`src/mie_pkg.sv`:
```
// ----------------------------------------------------------------------------
// mie_pkg: shared types, constants and tables of the MLP inference engine
// Holds the item format passed from front to back, the clamped configuration
// bundle, register and command codes, and the exp/sigmoid lookup tables.
// ----------------------------------------------------------------------------
`default_nettype none

package mie_pkg;

	localparam int MAX_LAYERS  = 4;
	localparam int MAX_NEURONS = 32;
	localparam int ROW_LEN     = MAX_NEURONS + 1;
	localparam int MAT_WORDS   = MAX_NEURONS * ROW_LEN;
	localparam int WMEM_DEPTH  = (MAX_LAYERS - 1) * MAT_WORDS;
	localparam int VMEM_DEPTH  = 2 * ROW_LEN;
	localparam int WADDR_W     = $clog2(WMEM_DEPTH);
	localparam int VADDR_W     = $clog2(VMEM_DEPTH);
	localparam int QDEPTH      = 4;
	localparam int QPTR_W      = $clog2(QDEPTH);

	localparam logic signed [15:0] FRAC_ONE = 16'sd4096;
	localparam logic [63:0] EXP_STEP_Q32 = 64'd4034748382;

	// command codes
	localparam logic CMD_WEIGHT = 1'b0;
	localparam logic CMD_SAMPLE = 1'b1;

	// configuration register indexes
	localparam logic [2:0] REG_LAYER_COUNT = 3'd0;
	localparam logic [2:0] REG_INPUT_SIZE  = 3'd1;
	localparam logic [2:0] REG_HIDDEN_ONE  = 3'd2;
	localparam logic [2:0] REG_HIDDEN_TWO  = 3'd3;
	localparam logic [2:0] REG_OUTPUT_SIZE = 3'd4;
	localparam logic [2:0] REG_OUTPUT_MODE = 3'd5;

	typedef struct packed {
		logic                cmd;
		logic [WADDR_W-1:0]  waddr;
		logic                elem_we;
		logic [4:0]          elem_idx;
		logic                last;
		logic [5:0]          loaded;
		logic signed [15:0]  data;
	} item_t;

	typedef struct packed {
		logic [2:0] nl;
		logic [5:0] size0;
		logic [5:0] size1;
		logic [5:0] size2;
		logic [5:0] size_out;
		logic       softmax;
	} cfg_t;

	typedef logic [15:0] tab_t [256];

	function automatic logic [5:0] clamp_size(input logic [5:0] s);
		if (s == 6'd0)
			return 6'd1;
		if (s > 6'(MAX_NEURONS))
			return 6'(MAX_NEURONS);
		return s;
	endfunction

	function automatic logic [2:0] clamp_layers(input logic [2:0] n);
		if (n < 3'd2)
			return 3'd2;
		if (n > 3'(MAX_LAYERS))
			return 3'(MAX_LAYERS);
		return n;
	endfunction

	// shift-subtract division, evaluated at elaboration only
	function automatic logic [33:0] udiv34(input logic [33:0] n, input logic [17:0] d);
		logic [34:0] rem;
		logic [33:0] q;
		int i;
		rem = '0;
		q = '0;
		for (i = 33; i >= 0; i--) begin
			rem = {rem[33:0], n[i]};
			if (rem >= {17'b0, d}) begin
				rem = rem - {17'b0, d};
				q[i] = 1'b1;
			end
		end
		return q;
	endfunction

	function automatic tab_t build_exp();
		tab_t t;
		logic [63:0] e;
		logic [63:0] r;
		int i;
		e = 64'd1 << 32;
		for (i = 0; i < 256; i++) begin
			r = (e + 64'd32768) >> 16;
			t[i] = (r > 64'd65535) ? 16'hFFFF : r[15:0];
			e = (e * EXP_STEP_Q32 + (64'd1 << 31)) >> 32;
		end
		return t;
	endfunction

	function automatic tab_t build_sig();
		tab_t ex;
		tab_t t;
		logic [17:0] d;
		logic [33:0] q;
		int i;
		ex = build_exp();
		for (i = 0; i < 256; i++) begin
			if (i >= 128)
				d = 18'd65536 + {2'b0, ex[i-128]};
			else
				d = 18'd65536 + {2'b0, ex[128-i]};
			q = udiv34(34'h1_0000_0000 + {17'b0, d[17:1]}, d);
			if (i >= 128)
				t[i] = (q > 34'd65535) ? 16'hFFFF : q[15:0];
			else
				t[i] = (q >= 34'd65536) ? 16'h0000 : 16'(34'd65536 - q);
		end
		return t;
	endfunction

	localparam tab_t EXP_TAB = build_exp();
	localparam tab_t SIG_TAB = build_sig();

endpackage

`default_nettype wire

```
`src/mie_front.sv`:
```
// ----------------------------------------------------------------------------
// mie_front: item intake and classification
// Accepts items, drops weight writes to bad addresses, forms weight addresses
// and sample positions, and holds classified items in a short queue.
// ----------------------------------------------------------------------------
`default_nettype none

module mie_front (
	input  wire logic               clk,
	input  wire logic               arst_n,
	input  wire logic               item_valid,
	output logic                    item_ready,
	input  wire logic               command,
	input  wire logic [1:0]         layer_sel,
	input  wire logic [4:0]         row_sel,
	input  wire logic [5:0]         col_sel,
	input  wire logic signed [15:0] data_value,
	input  wire logic               last_element,
	output logic                    q_valid,
	output mie_pkg::item_t          q_item,
	input  wire logic               q_pop
);

	mie_pkg::item_t            fifo_q [mie_pkg::QDEPTH];
	logic [mie_pkg::QPTR_W-1:0] wr_ptr_q;
	logic [mie_pkg::QPTR_W-1:0] rd_ptr_q;
	logic [mie_pkg::QPTR_W:0]   count_q;
	logic [5:0]                 elem_cnt_q;
	logic [5:0]                 elem_next;
	logic                       accept;
	logic                       addr_ok;
	logic                       push;
	mie_pkg::item_t             item;

	assign item_ready = count_q != (mie_pkg::QPTR_W+1)'(mie_pkg::QDEPTH);
	assign accept     = item_valid && item_ready;
	assign addr_ok    = (layer_sel < 2'(mie_pkg::MAX_LAYERS - 1))
		&& (col_sel <= 6'(mie_pkg::MAX_NEURONS));
	assign push       = accept && (command == mie_pkg::CMD_SAMPLE || addr_ok);
	assign elem_next  = (elem_cnt_q == 6'd63) ? elem_cnt_q : elem_cnt_q + 6'd1;

	always_comb begin
		item.cmd      = command;
		// layer * 1056 + row * 33 + col, as shifts and adds
		item.waddr    = {layer_sel, 10'b0} + {5'b0, layer_sel, 5'b0}
			+ {2'b0, row_sel, 5'b0} + {7'b0, row_sel} + {6'b0, col_sel};
		item.elem_we  = elem_cnt_q < 6'(mie_pkg::MAX_NEURONS);
		item.elem_idx = elem_cnt_q[4:0];
		item.last     = last_element;
		item.loaded   = elem_next;
		item.data     = data_value;
	end

	always_ff @(posedge clk or negedge arst_n) begin
		if (!arst_n) begin
			wr_ptr_q   <= '0;
			rd_ptr_q   <= '0;
			count_q    <= '0;
			elem_cnt_q <= '0;
		end else begin
			if (push)
				wr_ptr_q <= wr_ptr_q + 1'b1;
			if (q_pop)
				rd_ptr_q <= rd_ptr_q + 1'b1;
			if (push && !q_pop)
				count_q <= count_q + 1'b1;
			else if (!push && q_pop)
				count_q <= count_q - 1'b1;
			if (accept && command == mie_pkg::CMD_SAMPLE)
				elem_cnt_q <= last_element ? 6'd0 : elem_next;
		end
	end

	always_ff @(posedge clk) begin
		if (push)
			fifo_q[wr_ptr_q] <= item;
	end

	assign q_valid = count_q != '0;
	assign q_item  = fifo_q[rd_ptr_q];

endmodule

`default_nettype wire

```
`config.mk`:
```
export PLATFORM = sky130hd
export DESIGN_NAME = mie_front
export DESIGN_NICKNAME = d
export VERILOG_FILES = /design/src/mie_pkg.sv /design/src/mie_front.sv
export SDC_FILE = /design/constraint.sdc
export NUM_CORES = 1
export LEC_CHECK = 0
export BUFFER_PORTS_ARGS = -buffer_cell sky130_fd_sc_hd__buf_2
export CORE_UTILIZATION = 45
export DETAILED_ROUTE_END_ITERATION = 16
export PLACE_DENSITY = 0.63
export SLEW_MARGIN = 40
export SYNTH_ARGS = -nofsm -noshare
export SYNTH_HDL_FRONTEND = slang
export SYNTH_SLANG_ARGS = --single-unit
```
`constraint.sdc`:
```
create_clock -name clk -period 2.3 [get_ports clk]
set_input_delay 0.115 -clock clk [delete_from_list [all_inputs] [get_ports clk]]
set_output_delay 0.115 -clock clk [all_outputs]
set_load 0.02 [all_outputs]
```
==> parameters.txt <==
Parameter                              Value

Yosys
  Number of flops mapped to enable cells by yosys ... between 150 and 200
  Count of state elements after synthesis ... 181
  Top flip-flop cell by instance count after synthesis ... sky130_fd_sc_hd__edfxtp_1
  Fraction of registers with async set/reset ... under 10%
  Synthesized instance count ... 358
  Mapped Area ... roughly 7400 um2
  Unique cell type count in the Yosys netlist ... 48
  Yosys warning total ... 0
  Sequential-to-total area share from yosys stat ... 72.8%
  Synth Area per Inst ... 20.6 um2
  Net count after synthesis ... 415

Pwr
  Power density over the cells ... roughly 1200 nW/um2
  VDD IR max ... 0.647 mV
  Standby leakage power ... 3.16 nW
  Total design power ... 10.7 mW

Floorplanning
  Core Region ... between 15,000 and 20,000 um2
  Floorplan die area ... 16,900 um2
  Die outline height ... roughly 130 um
  # rows ... 46
  Starting utilization of the core area ... 46.3%
  Width of the die ... 130 um
  Count of boundary I/O pins ... 79

Timing
  Share of the cycle needed by the critical path after routing ... between 90 and 100%
  Setup TNS ... 0 ps
  Max-slew headroom at the worst pin ... 69.7%
  RSZ-0062 raised after global routing ... no
  Max Freq ... 460 MHz
  Final setup viols ... 0
  Fin Clk Skew ... 9.87 ps
  Minimum clock period ... 2170 ps
  Transition time at the pin with the least slew margin ... 454 ps
  Fin. Hold Viols ... 0
  Max-slew violation count ... 0

Run
  Count of maximum capacitance violations ... 0

CTS
  CTS clk-pin slew, worst paths ... 60 ps
  TritonCTS clock tree ... built
  Maximum level of the CTS H-tree ... 4
  Clock sink total ... 181
  Skew-Pair Late Insertion Delay ... 430 ps
  Number of setup buffers added after CTS ... 0
  Clock Tree Root ... sky130_fd_sc_hd__clkbuf_16
  Buffers from clock root to sink, at most ... 2
  CTS buffer count ... 17

Critical path
  WP data required ... 2180 ps
  Critical-path maximum fanout ... 12
  Worst Path Arrival ... around 2100 ps
  Endpoint class of the critical path ... output pin
  Worst setup SP type ... flip-flop
  Critical setup path kind ... flip-flop to output pin

Global route
  Largest net degree at the start of global routing ... 43
  Via count of the first global-routing pass ... 3,873
  GR Util All Layers ... approximately 17%
  Final global-route overflow total ... 0
  Antenna violations before repair ... 0
  Wire length of the first global-routing pass ... ~20,000 um

Layout
  Final Util ... 55.9%
  Share of cells above drive strength 1 ... approximately 37%
  Combined area of the multi-input logic cells ... about 1900 um2
  Antenna diodes ... 0
  Final-stage net count ... 531
  Register area ... 5370 um2
  Most common cell after layout, fill and taps aside ... sky130_fd_sc_hd__edfxtp_1
  Area growth from synthesis to layout ... 20.6%
  Most frequent cells in the layout ... sky130_fd_sc_hd__edfxtp_1 (168), sky130_fd_sc_hd__buf_2 (78), sky130_fd_sc_hd__mux4_2 (42), sky130_fd_sc_hd__ha_1 (19), sky130_fd_sc_hd__dlygate4sd3_1 (19)
  Fill cell count ... ~1,300

Run status
  Status ... finished, final reports clean

Routing
  Vias ... 3,728
  Number of design rule violations left after detail routing ... 0
  DRT Wirelength ... approximately 13,000 um
  Per-cell via count in the routed design ... approximately 5.3
  Number of violations reported at the end of detailed-routing iteration 0 ... 281
  Number of detailed-routing iterations run before antenna repair ... 4
  Antenna violation net count after detailed routing ... 0
  WL/cell ... about 19 um

Place
  Estimated wirelength of the detail-placed design ... between 8000 and 9000 um
  Number of port buffers ... between 70 and 80
  Final weighted congestion in routability-driven placement ... a little under 0.8

Worst hold path
  Worst hold path class ... primary input to flip-flop
path summary, 6_finish.rpt:
kind                       slack (ps)          from            end  cells past startpoint
max reg2reg                       190    count_q[0]     count_q[1]                      6
min in group asynchronous         120        arst_n     count_q[2]                      2
max                               130   rd_ptr_q[0]     q_item[41]                      3
min reg2reg                       490    count_q[2]     count_q[2]                      1
max in group asynchronous        1900        arst_n    rd_ptr_q[1]                      2
min                                60  last_element  fifo_q[3][22]                      1
cells by family after synthesis:
| group | synth area share (%) |
|---|---|
| AOI/OAI and AO/OA | 3.10 |
| adders and majority gates | 4.03 |
| DFF | 72.8 |
| buffers and inverters | 1.34 |
| and+or+nand+nor | 3.37 |
| xor gates and xnor gates | 1.78 |
| muxes | 13.6 |
layer usage:
metal	share of wire (%)	vias to the layer above	track usage (%)	wire [um]
met1	44	1916	21.3	5920
li1	-	1703	-	-
met4	1.7	0	6.98	227
met2	50	92	28.6	6710
met5	0	-	0	0
met3	4.0	17	3.77	532
synthesized netlist by cell type (all sizes together), types with 5 or more instances:
library cell / number / area share, %
xnor2: 9 / 1.1
buf: 8 / 0.73
a21oi: 5 / 0.34
nor2: 5 / 0.25
xor2: 6 / 0.71
edfxtp: 168 / 68
dfrtp: 13 / 4.4
nand3: 6 / 0.54
mux4: 42 / 13
ha: 19 / 3.2
o21a: 5 / 0.51
nand2: 10 / 0.51
inv: 9 / 0.46
layout make-up:
cell class | instances | share of cell area, %
clock buffer | 17 | 4.78
clock inverter | 14 | 1.52
inverter | 9 | 0.379
multi-input combinational | 157 | 21.5
sequential | 181 | 60.3
tap | 216 | 3.03
timing repair buffer | 108 | 8.43
registers in the layout, indices dropped and copies added (netlist names):
signal,count
wr_ptr_q,2
count_q,3
fifo_q,168
rd_ptr_q,2
elem_cnt_q,6
metrics by stage:
step	instance area (um2)	worst slack (ps)	hold WS, ps	cells
4_1_cts	8900	64.2	47.3	702
2_1_floorplan	7390	94.9	-181	358
5_1_grt	8900	2.43	63.3	702
3_5_place_dp	8150	125	37.3	652
6_report	8900	128	57.5	702
3_3_place_gp	8150	190	36.3	652
power breakdown:
| group | total, mW | switching [mW] | internal, mW |
|---|---|---|---|
| clock | 2.75 | 1.17 | 1.58 |
| combinational | 3.42 | 1.90 | 1.52 |
| sequential | 4.57 | 0.280 | 4.29 |
worst max-delay path: stages, from the launching register on:
cell	delay (ps)
sky130_fd_sc_hd__dfrtp_2	650
sky130_fd_sc_hd__buf_4	260
sky130_fd_sc_hd__mux4_2	540
sky130_fd_sc_hd__buf_2	180
what timing repair did:
item | in CTS | in global routing
hold endpoints to repair | 83 | 0
hold buffers | 19 | 0
gates resized for setup | 0 | 0
Note: power is estimated with default switching activity, not from simulation.
